File: config.mk
export PLATFORM = sky130hd
export DESIGN_NAME = pie_extract
export DESIGN_NICKNAME = d
export VERILOG_FILES = /design/src/pie_pkg.sv /design/src/pie_extract.sv
export SDC_FILE = /design/constraint.sdc
export NUM_CORES = 1
export LEC_CHECK = 0
export BUFFER_PORTS_ARGS = -buffer_cell sky130_fd_sc_hd__buf_2
export CAP_MARGIN = 30
export CORE_MARGIN = 1
export CORE_UTILIZATION = 50
export CTS_CLUSTER_SIZE = 24
export DETAILED_ROUTE_END_ITERATION = 16
export HOLD_SLACK_MARGIN = 0.08
export PLACE_DENSITY_LB_ADDON = 0.2
export SYNTH_ARGS = -nofsm -noshare
export SYNTH_HDL_FRONTEND = slang
export SYNTH_SLANG_ARGS = --single-unit
File: constraint.sdc
create_clock -name clk -period 8.8 [get_ports clk]
set_input_delay 0.44 -clock clk [delete_from_list [all_inputs] [get_ports clk]]
set_output_delay 0.44 -clock clk [all_outputs]
set_load 0.02 [all_outputs]
File: src/pie_pkg.sv
// Shared constants, types and helpers for the packed index extractor.
package pie_pkg;

  localparam int MAX_FIELD_BITS = 12;
  localparam int STORE_WORDS    = 768;
  localparam int STORE_AW       = $clog2(STORE_WORDS);
  localparam int WIDTH_W        = $clog2(MAX_FIELD_BITS + 1);
  localparam int CELL_W         = 12;
  localparam int POS_W          = CELL_W + WIDTH_W;
  localparam int WORD_W         = POS_W - 6;
  localparam int ENTRIES_W      = 13;
  localparam int LOADED_W       = 10;
  localparam int ADDR_IN_W      = 10;
  localparam int INDEX_W        = 12;
  localparam int PADDR_W        = 3;

  localparam logic OP_WRITE  = 1'b0;
  localparam logic OP_LOOKUP = 1'b1;

  localparam logic REG_PALETTE_ENTRIES = 1'b0;
  localparam logic REG_LOADED_WORDS    = 1'b1;

  typedef struct packed {
    logic [ENTRIES_W-1:0] palette_entries;
    logic [LOADED_W-1:0]  loaded_words;
    logic [WIDTH_W-1:0]   field_width;
  } cfg_t;

  typedef struct packed {
    logic [5:0]         off;
    logic [WIDTH_W-1:0] width;
    logic               empty;
    logic               hi_ok;
  } lookup_t;

  // max(4, ceil(log2(entries))), saturated at MAX_FIELD_BITS
  function automatic logic [WIDTH_W-1:0] field_width(input logic [ENTRIES_W-1:0] entries);
    logic [ENTRIES_W-1:0] top;
    int w;
    top = entries - ENTRIES_W'(1);
    w = 4;
    if (entries > ENTRIES_W'(16)) begin
      w = 0;
      for (int i = 0; i < ENTRIES_W; i++) begin
        if (top[i]) begin
          w = i + 1;
        end
      end
    end
    if (w > MAX_FIELD_BITS) begin
      w = MAX_FIELD_BITS;
    end
    return WIDTH_W'(w);
  endfunction

endpackage

File: src/pie_extract.sv
// Field extraction from two words, empty checks and the output register.
module pie_extract (
  input  logic                             clk,
  input  logic                             rst_n,
  input  logic                             s1_valid,
  input  pie_pkg::lookup_t                 s1_info,
  input  logic [63:0]                      word_lo,
  input  logic [63:0]                      word_hi,
  input  logic [pie_pkg::ENTRIES_W-1:0]    palette_entries,
  output logic                             s1_take,
  output logic                             out_valid,
  input  logic                             out_ready,
  output logic [pie_pkg::INDEX_W-1:0]      out_palette_index,
  output logic                             out_is_empty
);
  import pie_pkg::*;

  logic                      out_valid_r, out_valid_nxt;
  logic [INDEX_W-1:0]        index_r;
  logic                      empty_r;
  logic [127:0]              pair;
  logic [127:0]              shifted;
  logic [MAX_FIELD_BITS-1:0] field;
  logic [31:0]               field_ext;
  logic                      empty;

  assign s1_take = !out_valid_r || out_ready;

  // high word contributes only when it is loaded and inside the store
  assign pair    = {(s1_info.hi_ok ? word_hi : 64'd0), word_lo};
  assign shifted = pair >> s1_info.off;

  always_comb begin
    for (int i = 0; i < MAX_FIELD_BITS; i++) begin
      field[i] = shifted[i] & (i < int'(s1_info.width));
    end
  end

  assign field_ext = 32'(field);
  assign empty = s1_info.empty || (field_ext == 32'd0)
              || (field_ext >= 32'(palette_entries));

  always_comb begin
    out_valid_nxt = out_valid_r;
    if (s1_take) begin
      out_valid_nxt = s1_valid;
    end
  end

  always_ff @(posedge clk) begin
    if (!rst_n) begin
      out_valid_r <= 1'b0;
    end else begin
      out_valid_r <= out_valid_nxt;
    end
  end

  always_ff @(posedge clk) begin
    if (s1_take && s1_valid) begin
      empty_r <= empty;
      index_r <= empty ? '0 : field_ext[INDEX_W-1:0];
    end
  end

  assign out_valid         = out_valid_r;
  assign out_palette_index = index_r;
  assign out_is_empty      = empty_r;

endmodule

# ---- Word-level counts from Yosys, hierarchy flattened
# Index checks and enable logic that the tools add are counted.
dict set report word_totals {
  wordCells 36
  output_inout_bits 15
  regBits 14
  input_bits 157
}
dict set report op_classes {
  order_cmp 13
  n_shift 1
  n_bitwise 12
  n_mux 1
  reduce_logical 6
}
# cell count
set ops {}
lappend ops {{$shr A128 B6 Y12} 1}
lappend ops {{$mux W64} 1}
lappend ops {{$logic_not A32 Y1} 1}
lappend ops {{$lt A3 B4 Y1 const A} 4}
lappend ops {{$lt A4 B4 Y1 const A} 4}
lappend ops {{$ge A12 B13 Y1} 1}
lappend ops {{$and A1 B1 Y1} 12}
lappend ops {{$lt A1 B4 Y1 const A} 2}
lappend ops {{$lt A2 B4 Y1 const A} 2}
lappend ops {{$logic_or A1 B1 Y1} 3}
lappend ops {{$logic_and A1 B1 Y1} 1}
lappend ops {{$logic_not A1 Y1} 1}

# ---- Depth between registers and ports, before layout
# Gate-level depths: netlist of run 1.
dict set report logic_depth {
  ltp_word 6
  depth_mapped 20
}

# ---- Worst setup path before layout of run 1
# OpenSTA, ideal clock, no wires.
dict set report synth_timing {
  path_type {in2reg}
  start {in s1_info[6] in the netlist's numbering}
  end {reg index_r[3] (netlist: out_palette_index[3]) (data pin)}
  slack_ns 4.668
  stages 18
  path_buffers 6
  arrival_time_ns 3.863
  path_cell_list {buf_6 -> buf_4 -> buf_4 -> buf_2 -> buf_4 -> mux4_2 -> a221o_1 -> o2111a_1 -> nor2_1 -> inv_1 -> ha_1 -> inv_1 -> a31oi_1 -> o21a_1 -> o21ai_0 -> a21oi_1 -> clkbuf_1 -> nor3b_1}
}
dict set report synth_via {
  elab_chain_cells 5
  elab_cells_between_ends 17
  classes_between {order compare: 1; shift: 1; bitwise: 12; reduce/logical: 3}
}
# item line
set synth_rtl {}
lappend synth_rtl {{start: declaration} pie_extract.sv:6} ;# input pie_pkg::lookup_t s1_info,
lappend synth_rtl {{$shr A128 B6 Y12 (*)} pie_extract.sv:31} ;# assign shifted = pair >> s1_info.off;
lappend synth_rtl {{$and A1 B1 Y1 (*)} pie_extract.sv:35} ;# field[i] = shifted[i] & (i < int'(s1_info.width));
lappend synth_rtl {{via field[9]} pie_extract.sv:23} ;# logic [MAX_FIELD_BITS-1:0] field;
lappend synth_rtl {{branches (longest 2 deep; another with $ge A12 B13 Y1)} n/a}
lappend synth_rtl {{$logic_or A1 B1 Y1 (*)} pie_extract.sv:41} ;# || (field_ext >= 32'(palette_entries));
lappend synth_rtl {{end signal: assignment} pie_extract.sv:61} ;# index_r <= empty ? '0 : field_ext[INDEX_W-1:0];
lappend synth_rtl {{end: declaration} pie_extract.sv:19} ;# logic [INDEX_W-1:0] index_r;
# Mark *: on every way through the listed nets, which the timed path passes.
# A chain may end at the register's enable or synchronous reset.

# ---- Final worst setup path of run 1
dict set report layout_timing {
  start {in s1_info[6] in the netlist's numbering}
  end {reg index_r[4] (netlist: out_palette_index[4]) (data pin)}
}
# Same word-level chain as after synthesis.

==> results.json, run 1 <==
{
  "cts_root_buf": "clkbuf_8",
  "pin_count": 172,
  "synth_most_common_cell": "mux4_2",
  "finalCritPeriodShare_pct": 62.97,
  "wl_um": 14990,
  "muxShareOfSynthArea_pct": 53.88,
  "dr.pass1.iters": 5,
  "drt-vias-per-instance": 7.111,
  "skew_ns": 0.003719,
  "syn_area_per_cell_um2": 10.48,
  "synth_top_area_share_pct": 36.20,
  "rsz0062_at_grt": "no",
  "routedWlPerCell_um": 22.53,
  "hold_violations": 0,
  "die_area_mm2": 0.009977,
  "relSlewSlack_pct": 35.12,
  "syn-num-nets": 626,
  "final_core_util_pct": 58.17,
  "crit_type": "in -> reg",
  "power_switching_mw": 0.1858,
  "yosysWarnings": 0,
  "die_h_um": 99.89,
  "numCtsBuffers": 3,
  "run_status": "finished, final reports clean",
  "crit_path_end_kind": "register",
  "antenna_found_initial": 0,
  "hpwl_um": 11680,
  "synth_top_family_by_area": "multiplexers",
  "r2r_cells": 2,
  "synth-compound-area-share_pct": 13.74,
  "power_frac_seq_pct": 18.0,
  "r2r_setup_slack_ns": 7.56,
  "track_usage_pct": 30.19,
  "grt_pass1_wl_um": 23470,
  "synth.cells.most_frequent": "mux4_2 (77), mux2i_1 (40), nand2_1 (28)",
  "synth_cell_type_count": 62,
  "drive_gt1_share_pct": 42.54,
  "clock_power_share_pct": 13.4,
  "worstHoldPathType": "in -> reg",
  "port-buffer-count": 118,
  "synthSimpleGateAreaFrac_pct": 13.71,
  "p_comb_share_pct": 68.6,
  "whs_endpoint": "out_valid$_SDFFE_PN0N_",
  "cp-start-kind": "primary input",
  "htree_levels": 1,
  "rr_startpoint": "out_valid$_SDFFE_PN0N_",
  "hold_depth": 2,
  "tritoncts": "built",
  "synthAdderAreaFrac_pct": 3.134,
  "whs_ns": 0.4522,
  "start_util_pct": 51.85,
  "reg2reg_to": "out_palette_index[3]$_SDFFCE_PP0P_",
  "intPower_mw": 0.2636,
  "crit_required_ns": 8.75,
  "synth-main-ff-cell": "edfxtp_1",
  "synth-edff-count": 13,
  "gr-total-overflow": 0,
  "fin_nets": 706,
  "syn_area_mm2": 0.004791,
  "final_cell_area_mm2": 0.005375,
  "coreArea_mm2": 0.009240,
  "tightest_slew_ns": 0.9733,
  "max_freq_ghz": 0.1805,
  "synth.ff_latch_count": 14,
  "diodes": 0,
  "synth_top_area_cell": "mux4_2",
  "async_flop_share_pct": 0,
  "clk_pin_slew_ns": 0.06,
  "p_leak_nw": 2.149,
  "p_sw_share_pct": 41.34,
  "grt_pass1_vias": 4252,
  "cts_buffer_depth": 2,
  "placed_area_mm2": 0.005320,
  "postCtsSetupBuffers": 0,
  "route.vias.total": 4729,
  "setup_violations": 0,
  "fin_setup_tns_ns": 0,
  "yosysSeqAreaShare_pct": 8.566,
  "power_mw": 0.4494,
  "period_minus_slack_ns": 5.541,
  "synth_xor_area_share_pct": 0,
  "p_per_area_mw_per_mm2": 83.61,
  "worstPathArrival_ns": 5.49,
  "ant_nets": 0,
  "gp_congestion": 0.9962,
  "die_width_um": 99.89,
  "cap_violations": 0,
  "row_count": 35,
  "syn_inst": 457,
  "syn2layout_area_growth_pct": 12.20,
  "min_from": "rst_n",
  "drv_slew": 0,
  "cts.sinks": 14,
  "drc": 0,
  "vdd_drop_max_mv": 0.06351,
  "grt_max_degree": 82,
  "cts_hold_buf": 0,
  "cts_resized": 0,
  "insertion_delay_ns": 0.24,
  "drtIter0Drc": 638,
  "worstPathMaxFanout": 55,
  "netlist_top_cells_area": "mux4_2 (36%), mux2i_1 (8.4%), edfxtp_1 (8.1%), mux2_2 (4.9%), mux4_1 (4.4%)"
}
routing by layer:
metal	GRT usage (%)	routed length (um)	share of wire (%)	up-vias
li1	-	-	-	2064
met1	44.31	6004	40	2288
met2	48.22	7097	47	342
met3	3.412	1556	10	35
met4	6.674	326	2.2	0
met5	0	0	0	-
how the worst max path moves through the flow:
stage	slack, ns	depth (start not counted)	end	start
detailed placement	2.94	16	out_palette_index[4]$_SDFFCE_PP0P_	s1_info[6]
finish	3.26	16	out_palette_index[4]$_SDFFCE_PP0P_	s1_info[6]
floorplan	4.67	18	out_palette_index[3]$_SDFFCE_PP0P_	s1_info[6]
global placement	3.12	15	out_palette_index[4]$_SDFFCE_PP0P_	s1_info[6]
CTS	3.18	16	out_palette_index[4]$_SDFFCE_PP0P_	s1_info[6]
global route	2.75	16	out_palette_index[4]$_SDFFCE_PP0P_	s1_info[6]
flip-flops by register name, indices dropped and copies added (netlist names):
| register | flops |
|---|---|
| out_palette_index | 12 |
| out_is_empty | 1 |
| out_valid | 1 |
power groups by stage:
stage          combinational, mW  clock [mW]  sequential [mW]
2_1_floorplan              0.205           0           0.0893
3_3_place_gp               0.299           0           0.0821
3_5_place_dp               0.302           0           0.0822
4_1_cts                    0.303      0.0627           0.0809
5_1_grt                    0.329      0.0654           0.0812
6_report                   0.308      0.0604           0.0808
final cells by class:
cell class | instances | area [um^2]
clock buffers | 4 | 55.05
fillers | 837 | 3865
inverters | 23 | 86.33
multi-input cells | 374 | 4046
flip-flops and latches | 14 | 410.4
well taps | 129 | 161.4
repair buffers | 121 | 615.6
cells by family after synthesis:
kind of cell,after synthesis
buffers and inverters,69
adders and majority gates,12
and+or+nand+nor,126
AOI/OAI and AO/OA,90
DFF,14
muxes,146
placed cells by master, fill, tap and decap left out, types with 5 or more instances in the layout:
cell      instances
mux4_1            8
nor3_1           12
nand3_1           6
o221ai_1          5
mux4_2           77
nor3b_1           7
nor2_1           24
nor2b_1          11
or3_1             5
nor4_1            7
o211ai_1          8
a21oi_1          14
o21ai_0           7
inv_1            20
ha_1             12
mux2i_1          40
mux2_2           21
a22oi_1           5
a31oi_1           5
and2_1            8
nand2_1          28
o22ai_1           6
edfxtp_1         13
buf_2           117
critical path: stages:
cell and delay, ns:
buf_4 0.52, buf_4 0.81, mux4_2 0.63, o221ai_1 0.19, a21oi_1 0.07, nor4_1 0.47, o22ai_1 0.29, ha_1 0.37
nand4_1 0.12, nor2_1 0.18, o21ai_0 0.11, a31oi_1 0.17, o21a_1 0.13, o21ai_0 0.07, a21oi_1 0.71, nor3b_1 0.16
metrics by stage:
step | setup slack [ns] | cells
after floorplan | 4.668 | 457
after CTS | 3.179 | 665
after global placement | 3.116 | 661
final | 3.259 | 665
after global routing | 2.746 | 665
after detailed placement | 2.939 | 661
Note: power is estimated with default switching activity, not from simulation.
==> inputs of run 2 (changes only) <==
==> constraint.sdc (replaced) <==
create_clock -name clk -period 5.1 [get_ports clk]
set_input_delay 0.255 -clock clk [delete_from_list [all_inputs] [get_ports clk]]
set_output_delay 0.255 -clock clk [all_outputs]
set_load 0.02 [all_outputs]
==> run 2 against run 1 <==
Sequential cell count stayed put. Worst setup slack worse by 2.5 ns. Routed wire length is 4.1% higher. Clock-buffer cell count stayed put. Sequential share of layout area is 0.19 points lower. Critical path depth is 1 higher. Total power is 73% higher. Utilization is 1.5 points higher. Global-route usage is 1.4 points higher. Clock power is 47% higher. Largest cell class unchanged. Highest routed layer unchanged.
==> results.json, run 2 (synthesis gave the netlist of run 1 again) <==
{
  "routedWlPerCell_um": 22.91,
  "p_per_area_mw_per_mm2": 141.1,
  "cts_root_buf": "clkbuf_8",
  "crit_slowest_cell": "nor4_1",
  "cts.sinks": 14,
  "dr.pass1.iters": 5,
  "crit_path_end_kind": "register",
  "run_status": "finished, final reports clean",
  "grt_max_degree": 39,
  "fillers": 825,
  "start_util_pct": 51.85,
  "drtIter0Drc": 463,
  "hpwl_um": 12640,
  "syn2layout_area_growth_pct": 15.02,
  "port-buffer-count": 118,
  "worstHoldPathType": "in -> reg",
  "placed_area_mm2": 0.005465,
  "die_width_um": 99.89,
  "final_common_cell": "buf_2",
  "drv_slew": 0,
  "cap_violations": 0,
  "worstPathMaxFanout": 17,
  "fin_nets": 722,
  "largest_reg_flops": 12,
  "cts_hold_buf": 0,
  "die_area_mm2": 0.009977,
  "cp_cell_sequence": "buf_4 > buf_4 > mux2_2 > o311ai_0 > o31ai_1 > nor4_1 > o22ai_1 > ha_1 > a21oi_1 > nor2b_1 > o21ai_0 > a31oi_1 > o21a_1 > o21ai_0 > a21oi_1 > buf_4 > or3_1",
  "hold_violations": 0,
  "vdd_drop_max_mv": 0.1188,
  "drt-vias-per-instance": 6.985,
  "grt_pass1_vias": 4474,
  "cp-start-kind": "primary input",
  "cts_buffer_depth": 2,
  "finalCritPeriodShare_pct": 86.00,
  "p_leak_nw": 2.229,
  "fin_setup_tns_ns": 0,
  "final_cell_mix": "buf_2 (117), mux4_2 (77), mux2i_1 (40)",
  "die_h_um": 99.89,
  "antenna_found_initial": 0,
  "route.vias.total": 4757,
  "tightest_slew_ns": 0.7026,
  "rsz0062_at_grt": "no",
  "crit_type": "in -> reg",
  "final_cell_area_mm2": 0.005510,
  "gp_congestion": 0.9339,
  "gr-total-overflow": 0,
  "ant_nets": 0,
  "cpPeakStageDelay_ns": 0.62,
  "critPathTopFamily": "compound AO/OA/AOI/OAI gates",
  "tritoncts": "built",
  "period_minus_slack_ns": 4.386,
  "path_buf_inv": 3,
  "insertion_delay_ns": 0.24,
  "whs_ns": 0.2713,
  "track_usage_pct": 31.61,
  "wl_um": 15600,
  "drive_gt1_share_pct": 44.02,
  "clk_pin_slew_ns": 0.06,
  "skew_ns": 0.007025,
  "crit_path_frequent_cell": "buf_4",
  "coreArea_mm2": 0.009240,
  "drc": 0,
  "max_freq_ghz": 0.2280,
  "numCtsBuffers": 3,
  "postCtsSetupBuffers": 0,
  "worstPathArrival_ns": 4.37,
  "htree_levels": 1,
  "cts_resized": 0,
  "setup_violations": 0,
  "diodes": 0,
  "relSlewSlack_pct": 52.73,
  "pin_count": 172,
  "grt_pass1_wl_um": 24330,
  "row_count": 35,
  "crit_required_ns": 5.09
}
## run 2: metal layers
| metal | share of wire (%) | wire (um) | vias to the layer above | track usage (%) |
|---|---|---|---|---|
| li1 | - | - | 2100 | - |
| met1 | 41 | 6356 | 2300 | 45.41 |
| met2 | 47 | 7293 | 327 | 50.66 |
| met3 | 9.9 | 1551 | 30 | 3.830 |
| met4 | 2.6 | 401 | 0 | 8.710 |
| met5 | 0 | 0 | - | 0 |
## run 2: metrics by stage
step	power, mW	worst slack (ns)	utilization [%]	cells
3_5_place_dp	0.6793	0.5721	59.15	677
3_3_place_gp	0.6714	0.5207	59.15	677
5_1_grt	0.8227	0.4843	59.63	681
4_1_cts	0.7704	0.8087	59.63	681
6_report	0.7778	0.7140	59.63	681
2_1_floorplan	0.5080	1.153	-	457
## run 2: final timing paths
kind	slack, ns	endpoint	cells after the start	startpoint
hold reg to reg	0.53	out_valid$_SDFFE_PN0N_	2	out_valid$_SDFFE_PN0N_
hold / removal	0.27	out_valid$_SDFFE_PN0N_	2	rst_n
setup / recovery	0.71	out_is_empty$_DFFE_PP_	17	s1_info[6]
setup reg to reg	3.86	out_palette_index[7]$_SDFFCE_PP0P_	2	out_valid$_SDFFE_PN0N_
## run 2: worst reg2reg max path, stage by stage, from the launching register on
cell and delay [ns]:
dfxtp_1 0.31, nand2b_1 0.09, and2_1 0.47
## run 2: layout make-up
type                            count  area [um^2]  area share [%]
Multi-Input combinational cell    374         4046           73.43
Inverter                           23        86.33           1.567
Tap cell                          129        161.4           2.929
Timing Repair Buffer              137        760.7           13.81
Clock buffer                        4        45.04          0.8174
Sequential cell                    14        410.4           7.448
## run 2: power by group
group / switching, mW / internal (mW) / leakage, nW
Combinational: 0.290 / 0.259 / 2.07
Sequential: 0.00201 / 0.137 / 0.138
Clock: 0.0341 / 0.0550 / 0.0228
Total: 0.326 / 0.452 / 2.23
