===== src/pie_pkg.sv =====
// Shared constants, types and helpers for the packed index extractor.
package pie_pkg;

  localparam int MAX_FIELD_BITS = 12;
  localparam int STORE_WORDS    = 768;
  localparam int STORE_AW       = $clog2(STORE_WORDS);
  localparam int WIDTH_W        = $clog2(MAX_FIELD_BITS + 1);
  localparam int CELL_W         = 12;
  localparam int POS_W          = CELL_W + WIDTH_W;
  localparam int WORD_W         = POS_W - 6;
  localparam int ENTRIES_W      = 13;
  localparam int LOADED_W       = 10;
  localparam int ADDR_IN_W      = 10;
  localparam int INDEX_W        = 12;
  localparam int PADDR_W        = 3;

  localparam logic OP_WRITE  = 1'b0;
  localparam logic OP_LOOKUP = 1'b1;

  localparam logic REG_PALETTE_ENTRIES = 1'b0;
  localparam logic REG_LOADED_WORDS    = 1'b1;

  typedef struct packed {
    logic [ENTRIES_W-1:0] palette_entries;
    logic [LOADED_W-1:0]  loaded_words;
    logic [WIDTH_W-1:0]   field_width;
  } cfg_t;

  typedef struct packed {
    logic [5:0]         off;
    logic [WIDTH_W-1:0] width;
    logic               empty;
    logic               hi_ok;
  } lookup_t;

  // max(4, ceil(log2(entries))), saturated at MAX_FIELD_BITS
  function automatic logic [WIDTH_W-1:0] field_width(input logic [ENTRIES_W-1:0] entries);
    logic [ENTRIES_W-1:0] top;
    int w;
    top = entries - ENTRIES_W'(1);
    w = 4;
    if (entries > ENTRIES_W'(16)) begin
      w = 0;
      for (int i = 0; i < ENTRIES_W; i++) begin
        if (top[i]) begin
          w = i + 1;
        end
      end
    end
    if (w > MAX_FIELD_BITS) begin
      w = MAX_FIELD_BITS;
    end
    return WIDTH_W'(w);
  endfunction

endpackage


===== src/pie_cfg.sv =====
// APB register file: palette size, loaded word count and derived field width.
module pie_cfg (
  input  logic                        clk,
  input  logic                        rst_n,
  input  logic                        cfg_psel,
  input  logic                        cfg_penable,
  input  logic                        cfg_pwrite,
  input  logic [pie_pkg::PADDR_W-1:0] cfg_paddr,
  input  logic [31:0]                 cfg_pwdata,
  output logic [31:0]                 cfg_prdata,
  output logic                        cfg_pready,
  output pie_pkg::cfg_t               cfg
);
  import pie_pkg::*;

  logic [ENTRIES_W-1:0] entries_r, entries_nxt;
  logic [LOADED_W-1:0]  loaded_r, loaded_nxt;
  logic [WIDTH_W-1:0]   width_r, width_nxt;
  logic                 wr_en;
  logic                 reg_sel;

  assign cfg_pready = 1'b1;
  assign wr_en      = cfg_psel & cfg_penable & cfg_pwrite;
  assign reg_sel    = cfg_paddr[2];

  always_comb begin
    entries_nxt = entries_r;
    loaded_nxt  = loaded_r;
    width_nxt   = width_r;
    if (wr_en) begin
      case (reg_sel)
        REG_PALETTE_ENTRIES: begin
          entries_nxt = cfg_pwdata[ENTRIES_W-1:0];
          width_nxt   = field_width(cfg_pwdata[ENTRIES_W-1:0]);
        end
        REG_LOADED_WORDS: begin
          loaded_nxt = cfg_pwdata[LOADED_W-1:0];
        end
        default: begin
          entries_nxt = entries_r;
        end
      endcase
    end
  end

  always_ff @(posedge clk) begin
    if (!rst_n) begin
      entries_r <= '0;
      loaded_r  <= '0;
      width_r   <= WIDTH_W'(4);
    end else begin
      entries_r <= entries_nxt;
      loaded_r  <= loaded_nxt;
      width_r   <= width_nxt;
    end
  end

  always_comb begin
    case (reg_sel)
      REG_PALETTE_ENTRIES: cfg_prdata = 32'(entries_r);
      REG_LOADED_WORDS:    cfg_prdata = 32'(loaded_r);
      default:             cfg_prdata = '0;
    endcase
  end

  assign cfg.palette_entries = entries_r;
  assign cfg.loaded_words    = loaded_r;
  assign cfg.field_width     = width_r;

endmodule


===== config.mk =====
export PLATFORM = sky130hd
export DESIGN_NAME = pie_cfg
export DESIGN_NICKNAME = d
export VERILOG_FILES = /design/src/pie_pkg.sv /design/src/pie_cfg.sv
export SDC_FILE = /design/constraint.sdc
export NUM_CORES = 1
export LEC_CHECK = 0
export ABC_AREA = 1
export BUFFER_PORTS_ARGS = -buffer_cell sky130_fd_sc_hd__buf_2
export CORE_ASPECT_RATIO = 1.2
export CORE_UTILIZATION = 45
export CTS_BUF_LIST = sky130_fd_sc_hd__clkbuf_8
export DETAILED_ROUTE_END_ITERATION = 7
export PLACE_DENSITY_LB_ADDON = 0.08
export SYNTH_ARGS = -nofsm -noshare
export SYNTH_HDL_FRONTEND = slang
export SYNTH_SLANG_ARGS = --single-unit

===== constraint.sdc =====
create_clock -name clk -period 1.9 [get_ports clk]
set_input_delay 0.285 -clock clk [delete_from_list [all_inputs] [get_ports clk]]
set_output_delay 0.285 -clock clk [all_outputs]
set_load 0.01 [all_outputs]

Yosys cells after proc, flatten, opt, wreduce, memory -nomap -nowiden. Cells that the tools add are included.

Bits of input ports: 40. Output and inout port bits: 60. Register bits after elaboration: 27. Logic and storage cells: 29.

$lt $le $gt $ge: 2. Reduce and logical (&&, ||, !) cells: 2. $add $sub $neg: 1. Muxes and demuxes: 18. Bitwise operators: 3.

Operators by type and width (count): 32-bit 2-to-1 mux (15); 32-bit one-hot mux with 2 select lines (1); 32-bit by 5-bit > comparator with 1-bit output (second input constant) (1); 13-bit by 5-bit > comparator with 1-bit output (second input constant) (1); 13-bit by 1-bit subtractor with 13-bit output (second input constant) (1); 4-bit 2-to-1 mux (1); 2-bit AND reduction (2); 1-bit AND (2); 1-bit 2-to-1 mux (1); 1-bit inverter (1).

Depth between registers and ports, before layout. Gate-level depths: netlist (run 1).

Depth after elaboration: 19. Mapped depth: 17. Mapped depth without buffers: 17.

Worst setup path before layout (run 1). No wires, ideal clock.

Kind: input to register. Start: input port cfg_pwdata[0]. End: register width_r[1]. Data arrival time: 1.549 ns. Path buffers: 0. Stages on the path: 10. Data required time: 1.830 ns. Slack: 0.281 ns. Cells stage by stage: inv_2 > ha_1 > nand2_2 > nor3_4 > nand2_2 > xor2_2 > nand2_2 > nor3b_2 > o21ai_1 > a21oi_1.

Longest elaborated chain between the ends: 19.

RTL lines: start, declared (RTL line pie_cfg.sv:9) `input logic [31:0] cfg_pwdata,`; 13-bit by 1-bit subtractor with 13-bit output (RTL line pie_pkg.sv:40) `top = entries - ENTRIES_W'(1);`; 1-bit 2-to-1 mux (RTL line pie_pkg.sv:45) `if (top[i]) begin`; 32-bit 2-to-1 mux (12 in series) (RTL line pie_pkg.sv:45); 32-bit 2-to-1 mux * (RTL line pie_pkg.sv:42) `if (entries > ENTRIES_W'(16)) begin`; 32-bit 2-to-1 mux * (RTL line pie_cfg.sv:31) `case (reg_sel)`; 32-bit 2-to-1 mux * (RTL line pie_cfg.sv:30) `if (wr_en) begin`; 32-bit by 5-bit > comparator with 1-bit output (RTL line pie_pkg.sv:50) `if (w > MAX_FIELD_BITS) begin`; 4-bit 2-to-1 mux * (RTL line pie_pkg.sv:50); end signal, assigned (RTL line pie_cfg.sv:54) `width_r <= width_nxt;`; end, declared (RTL line pie_cfg.sv:18) `logic [WIDTH_W-1:0] width_r, width_nxt;`.

Every way passes the cells marked *; elsewhere a longest branch is shown, timed or not. The select of a mux whose other input is x is not followed. A chain may end at the register's enable or synchronous reset.

Worst setup path in the final report (run 1).
Start: input port cfg_pwdata[1]. End: register width_r[3].

Longest elaborated chain between the ends: 18.

RTL lines (RTL line): 13-bit by 1-bit subtractor with 13-bit output (pie_pkg.sv:40); 32-bit 2-to-1 mux (12 in series) (pie_pkg.sv:45); 32-bit 2-to-1 mux * (pie_pkg.sv:42); 32-bit 2-to-1 mux * (pie_cfg.sv:31); 32-bit 2-to-1 mux * (pie_cfg.sv:30); 32-bit by 5-bit > comparator with 1-bit output (pie_pkg.sv:50); 4-bit 2-to-1 mux * (pie_pkg.sv:50).

Marks and branches as above.

==> results by group, run 1 <==
Worst setup path
  – Worst Setup EP: width_r[3]
  – Critical path arrival: about 1.7 ns
  – Crit path kind: input pin to flop
  – Crit path max fanout: 3
  – RR Endpoint: entries_r[8]
  – Reg-to-reg startpoint: entries_r[8]
  – Worst reg2reg path depth: 2
  – Worst EP required: 2.07 ns
  – Worst Setup SP: cfg_pwdata[1]
  – Reg-to-reg slack, setup: around 1.2 ns
  – Startpoint types: input pin
  – Worst Setup End Kind: flop

Synthesis
  – Ys async rst share: 0%
  – Mux cell area share after synthesis: 0%
  – Post-synthesis cell count: about 240
  – Mapped Avg Cell Area: between 6 and 7 µm²
  – Post-synth EDFFs: 0
  – Largest family of logic cells by synthesized area: simple AND/OR/NAND/NOR gates
  – Simple-Gate Fraction of Synth Area: 27.42%
  – Area share of the largest cell type after synthesis: roughly 33%
  – Yosys synthesis warning count: 0
  – Synth Area in Compound Gates: ~17%
  – Post-Synth XOR/XNOR Area: 4.091%
  – Synth Cell Area: between 0.0015 and 0.002 mm²
  – Synth area leader: dfxtp_1
  – Yosys reg bits: 27
  – Sequential cell area fraction in the yosys report: between 30 and 40%
  – Post-synth top flop: dfxtp_1
  – Post-Synth Adder-Cell Area: around 2.3%
  – Largest cells by area after synthesis: dfxtp_1 (33%), nand2_1 (14%), buf_4 (9.1%), a21oi_1 (7.9%), o21ai_0 (7.6%)
  – Distinct cells, synth: 29

Placed design
  – IO buf count: between 50 and 60
  – Placed cells: roughly 340
  – Post-detail-place hpwl: between 2000 and 3000 µm
  – RD Place Congestion: between 0.7 and 0.8

Drt
  – Total wire length: between 3000 and 4000 µm
  – ANT nets after route: 0
  – 1st-iter DRT viols: 59
  – Vias: ~1600
  – DR pass1 iterations: 8
  – Vias per Instance: roughly 4.6
  – WL/cell: 10.99 µm
  – DRC viols: 9

STA
  – Final period util: around 80%
  – Peak Freq: ~640 MHz
  – Fin crit period: 1.553 ns
  – Max Slew Vio Count: 0
  – Final hold vios: 0
  – Final setup viols: 0
  – Unrepaired setup endpoints after global routing: false
  – Final Skew: 0 ns
  – Setup tns final: 0 ns

Power
  – Leakage: between 1 and 1.5 nW
  – Clock power share: 29.1%
  – Pwr Density: just under 600 mW/mm²
  – Peak VDD IR: 0.3197 mV
  – Switch Pwr: 343.1 µW
  – Logic gate share of total power: a little under a fifth
  – Sequential share of power: 51.7%
  – Switching Fraction: ~30%
  – Pint: between 800 and 900 µW

Floorplan
  – Rows: 23
  – Die Footprint: around 0.004 mm²
  – Core ar.: around 0.0034 mm²
  – Die height: 68.37 µm
  – Starting density of the core: between 40% and 50%
  – IO Count: 100
  – Die width: about 57 µm

Job
  – Max Cap Viol: 0

Clock tree
  – Clk root buf: clkbuf_8
  – Worst-path clk slew: ~0.1 ns
  – CTS tree: done
  – Setup Buffers After CTS: 0
  – Clock buffer depth: 2
  – Hold-fix buffers, CTS: 0
  – Clk sinks: 27
  – H-tree lvl count: 1
  – TritonCTS Buffers: 3
  – Skew-Pair Late Insertion Delay: roughly 0.27 ns
  – Resize count post-CTS: 0

Global route
  – Vias in the first global route: ~1300
  – Total GRT Usage: approximately 20%
  – Largest net degree at the start of global routing: 26
  – First-pass GRT wire length: ~6000 µm
  – Overflow after GRT: 0
  – Initial antenna violation count: 0

Layout
  – Antenna cells: 0
  – Layout area overhead: 19.62%
  – Most frequent cells in the layout: nand2_1 (60), buf_2 (58), dfxtp_1 (27), a21oi_1 (26), o21ai_0 (25)
  – Layout cell share with drive strength beyond 1: between 20% and 30%
  – Nets@finish: 346
  – Non-Filler Instances: 339
  – Post-layout util: around 58%
  – Commonest non-fill, non-tap cell in the layout: nand2_1

Outcome
  – Violated checks: DRC
  – Outcome: finished, violations left

Worst hold path
  – Hold/Removal Path Class: input pin to flop
  – Worst Hold Launch: cfg_pwdata[3]
-- how the worst min path moves through the flow --
stage,to,slack (ns),depth (start not counted)
floorplan,entries_r[6],0.42,2
global placement,width_r[2],0.45,2
detailed placement,width_r[2],0.46,2
CTS,loaded_r[3],0.33,3
global route,loaded_r[3],0.32,3
finish,loaded_r[3],0.33,3
-- power groups by stage --
stage | logic [mW] | clock network (mW) | registers [mW]
after detailed placement | 0.222 | 0 | 0.609
after global placement | 0.221 | 0 | 0.609
final | 0.222 | 0.336 | 0.597
after CTS | 0.223 | 0.348 | 0.597
after floorplan | 0.155 | 0 | 0.617
after global routing | 0.252 | 0.373 | 0.599
-- registers in the layout, summed over array words and instances (netlist names) --
name / flops
entries_r: 13
loaded_r: 10
width_r: 4
-- synth_stat cells, types with 4 or more instances --
master	count
a21oi_1	26
buf_4	20
clkbuf_1	7
dfxtp_1	27
inv_1	17
inv_2	4
nand2_1	60
nand2_2	5
nand3_1	7
nor2_1	16
o21ai_0	25
xor2_1	4
-- per-stage QoR --
| stage | power, mW | instance area [µm²] | worst slack (ns) | hold slack (ns) |
|---|---|---|---|---|
| floorplan | 0.7722 | 1719 | 0.2814 | 0.4199 |
| global placement | 0.8303 | 1927 | 0.06642 | 0.4474 |
| detailed placement | 0.8315 | 1927 | 0.03878 | 0.4554 |
| CTS | 1.167 | 1976 | 0.3353 | 0.3313 |
| global route | 1.224 | 1976 | 0.1781 | 0.3184 |
| finish | 1.154 | 1976 | 0.3468 | 0.3337 |
-- logic make-up after synthesis --
kind of cell / count (synthesis)
XOR/XNOR: 6
adder cells (fa/ha/maj): 3
buffers and inverters: 49
AO/OA/AOI/OAI: 56
AND/OR/NAND/NOR: 100
other: 2
flip-flops: 27
-- critical path, stage by stage --
cell	delay (ns)
buf_2	0.12
inv_1	0.07
ha_1	0.20
nand2_2	0.11
nor3_4	0.23
nand2_1	0.09
xor2_1	0.16
nand2_1	0.09
inv_1	0.07
nand2_2	0.05
o21ai_1	0.17
a21oi_1	0.09
-- routing by layer --
metal	vias to the layer above	global-route usage (%)	part of all wire, %	wire [µm]
li1	852	-	-	-
met1	673	26.55	48	1774
met2	47	33.38	47	1756
met3	2	2.457	4.5	166
met4	0	7.317	0.72	27
met5	-	0	0	0
-- final cells by class --
class	count	area (µm²)
fill	338	1449
multi-input combinational	185	918.4
sequential	27	540.5
timing repair buffer	65	342.8
inverter	21	78.83
tap	37	46.29
clock buffer	3	41.29
clock inverter	1	7.507
Note: power is estimated with default switching activity, not from simulation.
==> run 2: changes to the inputs <==
Clock period 1.9 ns to 1.5 ns, I/O delays scaled along.
==> results by group, run 2 (same netlist as run 1, synthesis figures left out) <==
Outcome
  – Outcome: finished, violations left
  – Violated checks: DRC

Job
  – Max Cap Viol: 0

Clock tree
  – H-tree lvl count: 1
  – Skew-Pair Late Insertion Delay: roughly 0.27 ns
  – Worst-path clk slew: 0.10 ns
  – CTS tree: done
  – Clock buffer depth: 2
  – Clk sinks: 27
  – Clk root buf: clkbuf_8
  – TritonCTS Buffers: 3

Floorplan
  – Die Footprint: 0.003918 mm²
  – Die height: between 60 and 70 µm
  – IO Count: 100
  – Rows: 23
  – Core ar.: 0.003425 mm²
  – Die width: roughly 57 µm
  – Starting density of the core: just under 50%

STA
  – Hold slack: ~0.27 ns
  – Unrepaired setup endpoints after global routing: true
  – Final Skew: 0 ns
  – Final setup viols: 0
  – Fin crit period: around 1.4 ns
  – Max Slew Vio Count: 0
  – Final hold vios: 0
  – Setup tns final: 0 ns
  – Final period util: a little over nine tenths
  – Peak Freq: 709.1 MHz

Drt
  – Vias: about 1700
  – ANT nets after route: 0
  – Total wire length: approximately 4100 µm
  – Vias per Instance: between 4 and 5
  – DR pass1 iterations: 8
  – DRC viols: 10
  – 1st-iter DRT viols: 82
  – WL/cell: ~11 µm

Layout
  – Antenna cells: 0
  – Most frequent cells in the layout: nand2_1 (60), buf_2 (57), dfxtp_1 (27)
  – Biggest regs: entries_r: 13 flops, loaded_r: 10 flops, width_r: 4 flops
  – Largest register by flop count: entries_r
  – Number of flip-flops in the largest register: 13
  – Fillers: approximately 340
  – Commonest non-fill, non-tap cell in the layout: nand2_1
  – Design Area, Final: around 0.0022 mm²
  – Nets@finish: roughly 360
  – Post-layout util: between 60% and 70%
  – Layout area overhead: 30.61%
  – Layout cell share with drive strength beyond 1: 34.38%

Worst setup path
  – Worst reg2reg path depth: 2
  – Worst EP required: ~1.7 ns
  – CP top delay family: simple AND/OR/NAND/NOR gates
  – Worst path depth: 12
  – Slowest Stage Delay on Critical Path: approximately 0.23 ns
  – Crit-path slowest cell: nor3_4
  – Worst Setup End Kind: flop
  – CP cell instances: buf_8 -> clkinvlp_4 -> ha_4 -> nand2_4 -> nor3_4 -> nand2_1 -> xor2_1 -> nand2_1 -> inv_2 -> nand2_4 -> o21ai_2 -> a21oi_1
  – Crit path kind: input pin to flop
  – Critical path arrival: about 1.6 ns
  – Crit path max fanout: 3
  – Startpoint types: input pin
  – CP Buf/Inv Count: 3

Power
  – Pwr Density: about 700 mW/mm²
  – Leakage: 1.183 nW
  – Peak VDD IR: 0.4892 mV

Placed design
  – Post-detail-place hpwl: about 3100 µm
  – Placed cell area: approximately 0.0021 mm²
  – RD Place Congestion: ~0.8
  – IO buf count: between 50 and 60

Global route
  – Overflow after GRT: 0
  – Largest net degree at the start of global routing: 26
  – Vias in the first global route: 1482
  – First-pass GRT wire length: 6492 µm
  – Total GRT Usage: between 20% and 30%
  – Initial antenna violation count: 0

Worst hold path
  – Hold/Removal Path Class: input pin to flop
  – Hold path depth: 3
## run 2: cell type report
class | instances | area, µm² | area share (%)
clock buffers | 3 | 41.29 | 1.914
clock inverters | 1 | 7.507 | 0.3480
inverters | 21 | 85.08 | 3.944
multi-input cells | 185 | 948.4 | 43.97
flip-flops and latches | 27 | 540.5 | 25.06
well taps | 37 | 46.29 | 2.146
repair buffers | 83 | 488.0 | 22.62
## run 2: tightest hold or removal path, cell delays in order
cell and delay [ns]:
buf_2 0.13, inv_1 0.09, a21oi_1 0.06
## run 2: worst paths after layout
check / startpoint / endpoint / slack (ns)
max: cfg_pwdata[1] / width_r[3] / 0.09
min: cfg_pwdata[2] / loaded_r[2] / 0.27
max reg2reg: loaded_r[8] / loaded_r[8] / 0.84
min reg2reg: width_r[1] / width_r[1] / 0.47
## run 2: what timing repair did
item | 4_1_cts | 5_1_grt
setup buffers | 0 | 1
gates resized for setup | 0 | 8
setup endpoints to repair | 0 | 4
hold buffers | 0 | 0
## run 2: layer usage
metal / vias up / GRT usage (%) / wire length, µm
li1: 892 / - / -
met1: 736 / 26.10 / 1784
met2: 64 / 39.12 / 1949
met3: 5 / 3.781 / 247
met4: 0 / 10.98 / 70
met5: - / 0 / 0
## run 2: power by group
group	internal, mW	leakage, nW	switching [mW]
Combinational	0.133	0.942	0.199
Clock	0.189	0.0217	0.238
Sequential	0.740	0.219	0.0150
Total	1.06	1.18	0.452
## run 2: stage by stage
step	std cells	power (mW)	worst slack, ns
after floorplan	261	0.9810	0.008079
after global placement	352	1.090	-0.1965
after detailed placement	352	1.093	-0.2115
after CTS	356	1.519	0.08409
after global routing	357	1.594	-0.03801
final	357	1.514	0.08982
==> run 3: changes to the inputs <==
Settings changed: PLACE_DENSITY set to 0.86, PLACE_DENSITY_LB_ADDON 0.08 to not set, SETUP_SLACK_MARGIN set to 0.5.
==> results by group, run 3 (same netlist as run 1, synthesis figures left out) <==
Layout
  – Nets@finish: ~380
  – Number of flip-flops in the largest register: 13
  – Design Area, Final: 0.002546 mm²
  – Post-layout util: 74.35%
  – Biggest regs: entries_r: 13 flops, loaded_r: 10 flops, width_r: 4 flops
  – Fillers: between 200 and 250
  – Antenna cells: 0
  – Layout area overhead: 54.17%
  – Largest register by flop count: entries_r
  – Commonest non-fill, non-tap cell in the layout: nand2_1
  – Most frequent cells in the layout: nand2_1 (46), buf_2 (39), buf_4 (32), buf_6 (26)
  – Multi-input gate area: 0.001018 mm²
  – Layout cell share with drive strength beyond 1: a little over half
  – Non-Filler Instances: ~370
  – FF+latch area: between 500 and 600 µm²

Global route
  – Total GRT Usage: between 20 and 25%
  – Vias in the first global route: between 1500 and 2000
  – Global routing usage on met1: 26.12%
  – M2 GR Usage: 47.50%
  – Gr busiest metal: met2
  – First-pass GRT wire length: ~7400 µm
  – Largest net degree at the start of global routing: 26
  – Routing usage on met3: around 3.6%
  – Overflow after GRT: 0
  – Initial antenna violation count: 0

Worst hold path
  – Hold/Removal Path Class: input pin to flop

Worst setup path
  – Crit-path slowest cell: nor3b_4
  – Worst EP required: 1.71 ns
  – Startpoint types: input pin
  – Worst reg2reg path depth: 3
  – Worst Setup End Kind: flop
  – Crit path kind: input pin to flop
  – Crit path max fanout: 4
  – Critical path arrival: between 1.5 and 2 ns
  – Slowest Stage Delay on Critical Path: 0.23 ns
  – RR Endpoint: loaded_r[6]
  – Reg-to-reg slack, setup: between 0.6 and 0.7 ns
  – Reg-to-reg startpoint: loaded_r[6]
  – Worst Setup SP: cfg_pwdata[1]
  – Worst Setup EP: width_r[1]
  – CP cell instances: buf_8 -> clkinvlp_4 -> buf_4 -> buf_4 -> ha_1 -> nand2_1 -> o21ai_1 -> nand3_1 -> nor3b_4 -> o21ai_1 -> a21oi_1

STA
  – Max Slew Vio Count: 0
  – Final setup viols: 0
  – Final Skew: 0 ns
  – Unrepaired setup endpoints after global routing: true
  – Hold slack: approximately 0.28 ns
  – Fin crit period: ~1.4 ns
  – Final period util: roughly 95%
  – Final hold vios: 0
  – Peak Freq: about 700 MHz

Drt
  – Total wire length: ~5700 µm
  – Vias: 2011
  – WL/cell: 15.21 µm
  – DRC viols: 10
  – Vias per Instance: approximately 5.4
  – 1st-iter DRT viols: ~170
  – DR pass1 iterations: 8
  – ANT nets after route: 0

Clock tree
  – CTS tree: done
  – Clk root buf: clkbuf_8
  – Worst-path clk slew: roughly 0.1 ns
  – Skew-Pair Late Insertion Delay: 0.27 ns
  – Clock buffer depth: 2
  – TritonCTS Buffers: 3
  – H-tree lvl count: 1
  – Clk sinks: 27

Power
  – Pwr Density: between 600 and 700 mW/mm²
  – Total power: approximately 1.6 mW
  – Peak VDD IR: between 0.4 and 0.5 mV
  – Leakage: around 1.3 nW

Placed design
  – IO buf count: 58
  – Post-detail-place hpwl: ~3200 µm
  – RD Place Congestion: around 0.84
  – Placed cell area: 0.002105 mm²
  – Placed cells: between 300 and 400

Floorplan
  – Rows: 23
  – Starting density of the core: between 40 and 50%
  – Die Footprint: approximately 0.004 mm²
  – Core ar.: 0.003425 mm²
  – Die height: between 60 and 70 µm
  – IO Count: 100
  – Die width: approximately 57 µm

Job
  – Max Cap Viol: 0

Outcome
  – Outcome: finished, violations left
  – Violated checks: DRC
-- run 3: cell types whose count changed in the layout (fill, tap and decap cells not counted), sizes merged --
cell / previous run / this run
buf: 83 / 99
clkbuf: 3 / 4
clkinvlp: 2 / 3
inv: 20 / 19
-- run 3: how the worst min path moves through the flow --
stage                        from             to  slack [ns]  cells after the start
finish              cfg_pwdata[0]    loaded_r[0]        0.28                      4
detailed placement  entries_r[12]  entries_r[12]        0.46                      2
floorplan           cfg_pwdata[6]   entries_r[6]        0.36                      2
global placement       width_r[2]     width_r[2]        0.45                      2
global route        cfg_pwdata[0]    loaded_r[0]        0.29                      4
CTS                 cfg_pwdata[2]   entries_r[2]        0.28                      3
-- run 3: routing by layer --
layer	part of all wire, %	up-vias
li1	-	932
met1	33	893
met2	53	151
met3	8.7	35
met4	5.0	0
met5	0	-
-- run 3: through the flow --
step | setup TNS [ns] | setup slack (ns)
2_1_floorplan | 0 | 0.02826
3_3_place_gp | -0.5299 | -0.1506
3_5_place_dp | -0.7399 | -0.2000
4_1_cts | 0 | 0.1265
5_1_grt | -0.02224 | -0.01153
6_report | 0 | 0.06927
-- run 3: worst max-delay path, delay by kind of cell --
family | cells | cell delay, ns
buffers and inverters | 4 | 0.46
AOI/OAI and AO/OA | 3 | 0.29
adders and majority gates | 1 | 0.19
and+or+nand+nor | 3 | 0.48
-- run 3: area by class of cell --
cell class	count	area share (%)
Timing Repair Buffer	100	30.27
Clock buffer	3	1.622
Sequential cell	27	22.41
Clock inverter	1	0.2948
Multi-Input combinational cell	185	40.00
Tap cell	37	1.818
Inverter	21	3.587
-- run 3: timing repair --
item | CTS | global route
setup endpoints to repair | 37 | 52
hold buffers | 0 | 0
gates cloned | 1 | 1
hold endpoints to repair | 0 | 0
resized for setup | 36 | 53
pin swaps | 17 | 32
setup buffers | 8 | 6
-- run 3: power breakdown --
part / switching, mW / internal [mW] / leakage, nW
sequential: 0.0235 / 0.745 / 0.230
combinational: 0.241 / 0.190 / 1.05
clock: 0.250 / 0.189 / 0.0217
total: 0.515 / 1.12 / 1.30
